--- src/sv/spq_pkg.sv ---
// ---------------------------------------------------------------------------
// spq_pkg: shared types and constants for the sorted priority queue
// Result status codes, request action codes, cell operations and the
// default sizes used by the top level.
// ---------------------------------------------------------------------------
package spq_pkg;

   // Default sizing
   localparam int DEPTH_DEFAULT         = 16;
   localparam int PRIORITY_BITS_DEFAULT = 16;
   localparam int PAYLOAD_BITS_DEFAULT  = 32;

   // Request action codes
   localparam logic ACTION_INSERT = 1'b0;
   localparam logic ACTION_REMOVE = 1'b1;

   // Result status codes
   typedef enum logic [1:0] {
      STATUS_OK    = 2'd0,
      STATUS_EMPTY = 2'd1,
      STATUS_FULL  = 2'd2
   } status_type;

   // Operation broadcast to every cell of the chain
   typedef enum logic [1:0] {
      CELL_HOLD,
      CELL_INSERT,
      CELL_REMOVE
   } cell_op_type;

   // Control broadcast from the top level to the cells
   typedef struct packed {
      cell_op_type op;
      logic        commit;
   } cell_ctrl_type;

endpackage

--- src/sv/spq_cell.sv ---
// ---------------------------------------------------------------------------
// spq_cell: one slot of the sorted shift-register queue
// Holds one entry, compares it against the incoming key and on each
// operation keeps its entry, takes the new entry or takes a neighbor's.
// ---------------------------------------------------------------------------
module spq_cell
   import spq_pkg::*;
#(
   parameter int PRIORITY_BITS = PRIORITY_BITS_DEFAULT,
   parameter int PAYLOAD_BITS  = PAYLOAD_BITS_DEFAULT
) (
   input  logic                     clock,
   input  cell_ctrl_type            ctrl,
   input  logic                     occupied,
   input  logic [PRIORITY_BITS-1:0] new_priority,
   input  logic [PAYLOAD_BITS-1:0]  new_payload,
   input  logic                     left_place,
   input  logic [PRIORITY_BITS-1:0] left_priority,
   input  logic [PAYLOAD_BITS-1:0]  left_payload,
   input  logic [PRIORITY_BITS-1:0] right_priority,
   input  logic [PAYLOAD_BITS-1:0]  right_payload,
   output logic                     place,
   output logic [PRIORITY_BITS-1:0] cell_priority,
   output logic [PAYLOAD_BITS-1:0]  cell_payload
);

   logic [PRIORITY_BITS-1:0] priority_ff, priority_in;
   logic [PAYLOAD_BITS-1:0]  payload_ff, payload_in;

   // New entry belongs at or before this slot
   assign place = !occupied || (priority_ff >= new_priority);

   // Select next contents
   always_comb begin
      priority_in = priority_ff;
      payload_in  = payload_ff;
      if (ctrl.commit) begin
         case (ctrl.op)
            CELL_INSERT: begin
               if (place) begin
                  if (left_place) begin
                     priority_in = left_priority;
                     payload_in  = left_payload;
                  end else begin
                     priority_in = new_priority;
                     payload_in  = new_payload;
                  end
               end
            end
            CELL_REMOVE: begin
               priority_in = right_priority;
               payload_in  = right_payload;
            end
            default: begin
               priority_in = priority_ff;
               payload_in  = payload_ff;
            end
         endcase
      end
   end

   // Hold entry
   always_ff @(posedge clock) begin
      priority_ff <= priority_in;
      payload_ff  <= payload_in;
   end

   assign cell_priority = priority_ff;
   assign cell_payload  = payload_ff;

endmodule

--- src/sv/sorted_priority_queue.sv ---
// ---------------------------------------------------------------------------
// sorted_priority_queue: min-first priority queue in a chain of cells
// Entries sit in a row of cells sorted by ascending priority number.
// ---------------------------------------------------------------------------
// Usage:
//   Request channel (req_valid/req_ready) carries one item: req_action
//   selects insert (new entry with req_priority_req, req_payload) or remove
//   of the head entry. An insert goes in front of the first entry whose
//   priority is greater or equal, so equal priorities leave newest first.
//   Response channel (rsp_valid/rsp_ready) returns exactly one item per
//   request: status, removed priority and payload (zero unless a remove
//   succeeded) and the entry count after the request.
//   The response is registered. Throughput is one item per cycle while
//   rsp_ready is high: every cell compares against the new key in
//   parallel and shifts by one slot in the same cycle, so no operation
//   walks the chain. A new request is taken while the response register
//   is empty or is being drained in the same cycle; a stalled receiver
//   holds the response and blocks further requests after one.
//   Reset empties the queue (count zero) and drops any pending response.
//   Refused inserts report full, removes on an empty queue report empty.
// ---------------------------------------------------------------------------
module sorted_priority_queue
   import spq_pkg::*;
#(
   parameter int DEPTH         = DEPTH_DEFAULT,
   parameter int PRIORITY_BITS = PRIORITY_BITS_DEFAULT,
   parameter int PAYLOAD_BITS  = PAYLOAD_BITS_DEFAULT,
   localparam int COUNT_BITS   = $clog2(DEPTH + 1)
) (
   input  logic                     clock,
   input  logic                     reset,
   input  logic                     req_valid,
   output logic                     req_ready,
   input  logic                     req_action,
   input  logic [PRIORITY_BITS-1:0] req_priority_req,
   input  logic [PAYLOAD_BITS-1:0]  req_payload,
   output logic                     rsp_valid,
   input  logic                     rsp_ready,
   output logic [1:0]               rsp_status,
   output logic [PRIORITY_BITS-1:0] rsp_out_priority,
   output logic [PAYLOAD_BITS-1:0]  rsp_out_payload,
   output logic [COUNT_BITS-1:0]    rsp_count
);

   logic [COUNT_BITS-1:0]    count_ff, count_in;
   logic                     rsp_valid_ff, rsp_valid_in;
   status_type               status_ff, status_in;
   logic [PRIORITY_BITS-1:0] out_priority_ff, out_priority_in;
   logic [PAYLOAD_BITS-1:0]  out_payload_ff, out_payload_in;

   logic                     accept;
   logic                     full;
   logic                     empty;
   cell_ctrl_type            ctrl;
   logic [DEPTH-1:0]         occupied;
   logic [DEPTH-1:0]         place;
   logic [PRIORITY_BITS-1:0] cell_priority [DEPTH];
   logic [PAYLOAD_BITS-1:0]  cell_payload [DEPTH];

   assign req_ready = !rsp_valid_ff || rsp_ready;
   assign accept    = req_valid && req_ready;
   assign full      = (count_ff == COUNT_BITS'(DEPTH));
   assign empty     = (count_ff == '0);

   // Decode request into a cell operation and response
   always_comb begin
      ctrl.op         = CELL_HOLD;
      ctrl.commit     = accept;
      count_in        = count_ff;
      status_in       = status_ff;
      out_priority_in = out_priority_ff;
      out_payload_in  = out_payload_ff;
      rsp_valid_in    = rsp_valid_ff && !rsp_ready;
      if (accept) begin
         rsp_valid_in    = 1'b1;
         status_in       = STATUS_OK;
         out_priority_in = '0;
         out_payload_in  = '0;
         if (req_action == ACTION_INSERT) begin
            if (full) begin
               status_in = STATUS_FULL;
            end else begin
               ctrl.op  = CELL_INSERT;
               count_in = count_ff + 1'b1;
            end
         end else begin
            if (empty) begin
               status_in = STATUS_EMPTY;
            end else begin
               ctrl.op         = CELL_REMOVE;
               count_in        = count_ff - 1'b1;
               out_priority_in = cell_priority[0];
               out_payload_in  = cell_payload[0];
            end
         end
      end
   end

   // Control registers
   always_ff @(posedge clock) begin
      if (reset) begin
         count_ff     <= '0;
         rsp_valid_ff <= 1'b0;
      end else begin
         count_ff     <= count_in;
         rsp_valid_ff <= rsp_valid_in;
      end
   end

   // Response payload registers
   always_ff @(posedge clock) begin
      status_ff       <= status_in;
      out_priority_ff <= out_priority_in;
      out_payload_ff  <= out_payload_in;
   end

   // Build the chain of cells
   for (genvar i = 0; i < DEPTH; i++) begin : g_cell
      logic                     left_place;
      logic [PRIORITY_BITS-1:0] left_priority;
      logic [PAYLOAD_BITS-1:0]  left_payload;
      logic [PRIORITY_BITS-1:0] right_priority;
      logic [PAYLOAD_BITS-1:0]  right_payload;

      assign occupied[i] = (COUNT_BITS'(i) < count_ff);

      if (i == 0) begin : g_head
         assign left_place    = 1'b0;
         assign left_priority = req_priority_req;
         assign left_payload  = req_payload;
      end else begin : g_body
         assign left_place    = place[i-1];
         assign left_priority = cell_priority[i-1];
         assign left_payload  = cell_payload[i-1];
      end

      if (i == DEPTH - 1) begin : g_tail
         assign right_priority = '0;
         assign right_payload  = '0;
      end else begin : g_inner
         assign right_priority = cell_priority[i+1];
         assign right_payload  = cell_payload[i+1];
      end

      spq_cell #(
         .PRIORITY_BITS(PRIORITY_BITS),
         .PAYLOAD_BITS (PAYLOAD_BITS)
      ) u_cell (
         .clock         (clock),
         .ctrl          (ctrl),
         .occupied      (occupied[i]),
         .new_priority  (req_priority_req),
         .new_payload   (req_payload),
         .left_place    (left_place),
         .left_priority (left_priority),
         .left_payload  (left_payload),
         .right_priority(right_priority),
         .right_payload (right_payload),
         .place         (place[i]),
         .cell_priority (cell_priority[i]),
         .cell_payload  (cell_payload[i])
      );
   end

   assign rsp_valid        = rsp_valid_ff;
   assign rsp_status       = status_ff;
   assign rsp_out_priority = out_priority_ff;
   assign rsp_out_payload  = out_payload_ff;
   assign rsp_count        = count_ff;

endmodule

--- config.mk ---
export PLATFORM = sky130hd
export DESIGN_NAME = sorted_priority_queue
export DESIGN_NICKNAME = d
export VERILOG_FILES = /design/src/sv/spq_pkg.sv /design/src/sv/spq_cell.sv /design/src/sv/sorted_priority_queue.sv
export SDC_FILE = /design/constraint.sdc
export NUM_CORES = 2
export LEC_CHECK = 0
export BUFFER_PORTS_ARGS = -buffer_cell sky130_fd_sc_hd__buf_2
export CORE_MARGIN = 5
export CORE_UTILIZATION = 60
export CTS_CLUSTER_SIZE = 30
export DETAILED_ROUTE_END_ITERATION = 12
export HOLD_SLACK_MARGIN = 0.12
export PLACE_DENSITY_LB_ADDON = 0.08
export REMOVE_ABC_BUFFERS = 1
export SLEW_MARGIN = 15
export SYNTH_ARGS = -nofsm -noshare
export SYNTH_HDL_FRONTEND = slang
export SYNTH_SLANG_ARGS = --single-unit
--- constraint.sdc ---
create_clock -name clock -period 6.69 [get_ports clock]
set_input_delay 0.3345 -clock clock [delete_from_list [all_inputs] [get_ports clock]]
set_output_delay 0.3345 -clock clock [all_outputs]
set_load 0.01 [all_outputs]
# Word level (Yosys, flattened, before mapping)
# Cells that the tools add are included.
# totals
ff_bits	824
latch_bits	0
mem_bits_rw	0
mem_bits_ro	0
inputBits	53
output_inout_bits	57
mem_count	0
# op_classes
add_sub_neg	2
n_mul	0
div_mod_pow	0
order_cmp	32
n_eq_ne	21
n_shift	0
n_mux	105
bitwise	1
reduce_logical	57
# op_table
cell	n
one-hot mux 32 bit (2 select lines)	16
two-way mux 32 bit	31
one-hot mux 16 bit (2 select lines)	16
two-way mux 16 bit	31
greater-or-equal comparator 16 bit	16
AND reduction 3 bit	17
less-than comparator 4 x 5 -> 1 bit (first input constant)	8
!= test 2 x 1 -> 1 bit (second input constant)	15
less-than comparator 3 x 5 -> 1 bit (first input constant)	4
zero test 1 bit	18
logical OR 1 bit	17
two-way mux 5 bit	3
less-than comparator 1 x 5 -> 1 bit (first input constant)	2
less-than comparator 2 x 5 -> 1 bit (first input constant)	2
two-way mux 2 bit	5
!= test 2 bit (second input constant)	3
adder 5 x 1 -> 5 bit (second input constant)	1
== test 5 bit (second input constant)	1
zero test 5 bit	1
subtractor 5 x 1 -> 5 bit (second input constant)	1
two-way mux 1 bit	3
== test 2 x 1 -> 1 bit (second input constant)	1
== test 2 bit (second input constant)	1
logical AND 1 bit	2
other kinds (3)	3

# Logic depth before layout (Yosys ltp)
# depth
depth_word	7
depth_mapped	11
depth_no_buf	8

# By module
# Synthesis repeated with hierarchy kept, for this count alone.
# hier_totals
hier_cells	4418
area_unflattened_um2	47952.2
# modules_own_cells
module	instances	cells_each	area_each_um2	seq_area_each_um2
spq_cell	16	265	2847.7	1441.4
sorted_priority_queue	1	178	2388.5	1621.6

# Worst setup path after synthesis
# Ideal clock, no wire load.
# synth_timing
path_type	in2reg
startpoint	input port req_priority_req[13]
endpoint	register g_cell[1].u_cell.payload_ff[0] (enable)
setup_time_ps	469
arrival_time_ps	4572
required_ps	6221
path_slack_ps	1649
path_stages	8
n_path_buf	1
path_cell_list	inv_1 > ha_1 > nand4_1 > or4_1 > o221ai_1 > clkbuf_1 > inv_1 > a21oi_1
# synth_via
elab_chain_cells	4
# synth_lines
item	line_no	text
from (decl)	sorted_priority_queue.sv:35	input logic [PRIORITY_BITS-1:0] req_priority_req,
greater-or-equal comparator 16 bit	spq_cell.sv:31	assign place = !occupied || (priority_ff >= new_priority);
logical OR 1 bit	spq_cell.sv:31	
!= test 2 x 1 -> 1 bit (no source line)	-	
AND reduction 3 bit (no source line)	-	
to (signal assigned)	spq_cell.sv:65	payload_ff <= payload_in;
to (decl)	spq_cell.sv:28	logic [PAYLOAD_BITS-1:0] payload_ff, payload_in;
# No other way between the ends.
# A chain may end at the register's enable or synchronous reset.

# Worst setup path after layout
# layout_timing
startpoint	register count_ff[1], in the netlist rsp_count[1]
endpoint	register g_cell[13].u_cell.payload_ff[15], data pin
# layout_via
elab_chain_cells	6
word_cells_on_any_way	14
# layout_lines
item	line_no	text
from (decl)	sorted_priority_queue.sv:45	logic [COUNT_BITS-1:0] count_ff, count_in;
from (signal assigned)	sorted_priority_queue.sv:105	count_ff <= count_in;
less-than comparator 4 x 5 -> 1 bit (tied with other cells)	sorted_priority_queue.sv:125	assign occupied[i] = (COUNT_BITS'(i) < count_ff);
zero test 1 bit (tied with other cells)	spq_cell.sv:31	
logical OR 1 bit or two-way mux 2 bit (tied branches)	spq_cell.sv:31, sorted_priority_queue.sv:79	
two-way mux 32 bit or two-way mux 2 bit (tied branches)	spq_cell.sv:41, sorted_priority_queue.sv:74	
two-way mux 32 bit (tied with other cells)	spq_cell.sv:40	if (place) begin
one-hot mux 32 bit (2 select lines) *	spq_cell.sv:38	case (ctrl.op)
to (signal assigned)	spq_cell.sv:65	
to (decl)	spq_cell.sv:28	
# Mark *: on every way between the ends. The rest lies on a longest branch, timed or not. The select of a mux whose other input is x is not followed.

==> metrics.md <==
| Metric | Value |
|---|---|
| Clock tree root driver cell | clkbuf_16 |
| Max-slew headroom | 22.4% |
| Area of the core | 78,900 um^2 |
| Clock latency on the worst-skew pair | 0.65 ns |
| Final #Nets | between 4,000 and 5,000 |
| Crit path launch | rsp_count[1] |
| Highest metal used | met4 |
| Die X | 292 um |
| Reg-to-Reg Start | rsp_count[1] |
| Final wirelength | 138,000 um |
| Largest net degree at the start of global routing | 214 |
| Remaining global-route overflow | 0 |
| Final TNS setup | 0 ns |
| Via count of the first global-routing pass | around 39,000 |
| Warnings, synthesis | 0 |
| Main synth FF type | edfxtp_1 |
| Syn Std Cell Area | 47,700 um^2 |
| Combined area of the multi-input logic cells | approximately 21,000 um^2 |
| Endpoint class of the critical path | register |
| Post-synthesis async set-or-reset flop share | 0% |
| Effective utilization at floorplan | 60.4% |
| Unrepaired setup endpoints after global routing | false |
| Number of placed cells counting well taps | 5,325 |
| Worst setup skew after layout | 0.0167 ns |
| Clk pin slew, worst setup/hold paths | 0.06 ns |
| Setup Buffers After CTS | 0 |
| Max-slew violation count | 0 |
| Post-synth EDFFs | 818 |
| Timing-limited maximum frequency | 221 MHz |
| Final period utilization | 67.5% |
| Htree depth | 3 |
| Reported max-cap violation count | 0 |
| Average footprint of a synthesized cell | 10.5 um^2 |
| Clock tree from TritonCTS | built |
| Global-route wire length before repair | 216,000 um |
| Starting DRC count in detailed routing | 3,858 |
| Met2 layer wire length in the routed design | 69,400 um |
| Share of synthesized area occupied by flip-flops and latches | 51.8% |
| # clock sinks | 824 |
| Total of endpoints with negative setup slack in the final report | 0 |
| Number of different library cells in the post-synthesis netlist | 65 |
| Flip-flop and latch area | 24,700 um^2 |
| Number of top-level pins | 110 |
| Static power due to leakage | 0.0184 uW |
| DR WL/cell | about 25 um |
| Area Growth Syn to Fin | 8.83% |
| Hold Path Depth | 3 |
| Largest driver fanout on the critical path | 110 |
| Measured slew at the worst slew-check pin | 1.16 ns |
| Die Footprint | 85,200 um^2 |
| Count of input and output buffers | approximately 110 |
| Drt drc | 0 |
| Floorplan die height | 292 um |
| Number of antenna violations at the first check in global routing | 0 |
| #FFs+latches synth | 824 |
| Share of cells above drive strength 1 | 8.67% |
| Final non-filler cell total | 5,516 |
| Run status | finished, final reports clean |
| Total length of routed met3 wires | between 8000 and 9000 um |
| Fin. Hold Viols | 0 |
| Vias after detailed routing | 38,200 |
| GRT Resource Usage Total | 31.1% |
| Data required time at the worst endpoint | 7.08 ns |
| Largest buffer count on any clock path | 3 |
| Post-route ant nets | 0 |
| Worst hold path startpoint | req_payload[26] |
| Power per unit of standard cell area | 366 nW/um^2 |
| Worst r2r path cells | 11 |
| Post-DP HPWL | between 90,000 and 100,000 um |
| Number of iterations in the first detailed-routing pass | 6 |
| Maximum resistive drop on vdd | roughly 0.20 mV |
| Element type at the critical path start | register |
| Number of inserted filler cells in the final layout | 6,420 |
| Routed via count divided by cell count | 6.92 |
| Metal-1 WL | 54,800 um |
| TritonCTS buffer count | 92 |
| Placement Rows | approximately 100 |
| Crit Path Class | register to register |
| HP Class | input port to register |
| Shortest clock period the worst path allows after layout | 4.52 ns |
| Last weighted congestion value of the routability-driven placer | 0.899 |
| Post-synthesis cell count | 4,533 |
| Worst Path Arrival | between 4 and 5 ns |
-- layer usage --
layer	vias up	global-route usage [%]
li1	17300	-
met1	19000	40.8
met2	1637	53.8
met3	324	3.70
met4	0	11.5
met5	-	0
-- cells in the final DEF (no fill, tap or decap), drive strengths merged, types with 97 or more instances in the layout --
master,n
edfxtp,818
nand3,154
ha,259
clkbuf,114
mux2i,145
a21oi,218
o211ai,862
buf,190
nand2,840
and2,98
a22oi,97
-- worst max-delay path, stage by stage, from the launching register on --
cell and delay [ns]:
dfxtp_1 0.54, inv_1 0.16, ha_1 0.27, or4b_1 0.19, buf_4 0.36, nand4_1 0.94
buf_12 0.52, buf_12 0.23, nand2_1 0.61, a21oi_1 0.09, mux2i_1 0.17, nand2_1 0.07
-- power by group --
group          switching, uW  leakage (uW)  total, uW  internal (uW)
registers                815       0.00788       8430           7620
logic                   3530       0.00909       5600           2070
clock network           2160       0.00141       4980           2820
-- cells by family after synthesis --
| group | after synthesis | synth area share (%) |
|---|---|---|
| AO/OA/AOI/OAI | 1428 | 21.2 |
| XOR/XNOR | 4 | 0.0735 |
| adder cells (fa/ha/maj) | 259 | 6.80 |
| buffers and inverters | 492 | 4.26 |
| flip-flops | 824 | 51.8 |
| multiplexers | 146 | 3.07 |
| AND/OR/NAND/NOR | 1380 | 12.9 |
-- flip-flops by register name (all words and copies together), names as in the netlist --
signal / cells
g_cell.u_cell.cell_payload: 512
rsp_out_payload: 32
rsp_valid: 1
rsp_count: 5
g_cell.u_cell.cell_priority: 256
rsp_status: 2
rsp_out_priority: 16
-- stage by stage --
step | area, um^2 | power (uW) | worst slack, ns | utilization, % | hold slack, ns
CTS | 51900 | 19000 | 2.29 | 65.8 | 0.123
detailed placement | 48800 | 14000 | 2.29 | 61.9 | 0.524
finish | 51900 | 19000 | 2.17 | 65.8 | 0.154
floorplan | 45800 | 12900 | -18.02 | - | 0.404
global placement | 48800 | 13800 | 2.47 | 61.9 | 0.522
global route | 51900 | 20000 | 1.90 | 65.8 | 0.152
-- repair_timing --
item                       in CTS  in global routing
hold endpoints to repair       25                  0
hold buffers                   22                  0
resized for setup               0                  0
setup endpoints to repair       0                  0
-- cells in the mapped netlist, types with 3 or more instances --
cell type	n	area, um^2
a31oi_1	56	350
mux2i_1	145	1450
buf_1	18	67.6
a21oi_1	218	1090
o2111a_1	3	33.8
o21a_1	8	60.1
or4_1	3	22.5
nor3_1	10	50.1
nand3_1	154	771
dfxtp_1	6	120
edfxtp_1	818	24600
and4_1	7	61.3
a22oi_1	97	728
nor2b_1	11	68.8
a211oi_1	16	120
o211ai_2	19	238
a21o_1	37	278
and2_1	97	607
ha_1	259	3240
o21ai_1	5	25.0
buf_6	5	56.3
clkbuf_1	308	1160
a211o_1	6	52.6
buf_2	116	581
nor2_1	91	342
inv_1	43	161
nand2_1	840	3150
o2111ai_1	3	26.3
nor4_1	5	31.3
a221oi_1	4	35.0
or2_2	5	31.3
a221o_1	3	30.0
or3_1	6	37.5
nand4_1	78	488
o21ai_0	79	395
o211ai_1	843	6330
o221ai_1	12	105
or2_1	3	18.8
nand2b_1	14	87.6
and3_1	51	319
-- path summary, 6_finish.rpt --
kind | to | slack, ns
worst min-delay path | g_cell[9].u_cell.cell_payload[26] | 0.15
worst max-delay path | g_cell[13].u_cell.cell_payload[15] | 2.17
worst min register to register | g_cell[14].u_cell.cell_payload[29] | 0.53
worst max register to register | g_cell[13].u_cell.cell_payload[15] | 2.17
-- cell type report --
type / instances / share of cell area, %
clock inverters: 54 / 0.803
flip-flops and latches: 824 / 47.6
multi-input cells: 3217 / 41.1
repair buffers: 212 / 2.91
inverters: 44 / 0.318
diodes: 1 / 0.00482
well taps: 1050 / 2.53
clock buffers: 114 / 4.72
No activity file was read; power rests on OpenSTA's default activity.
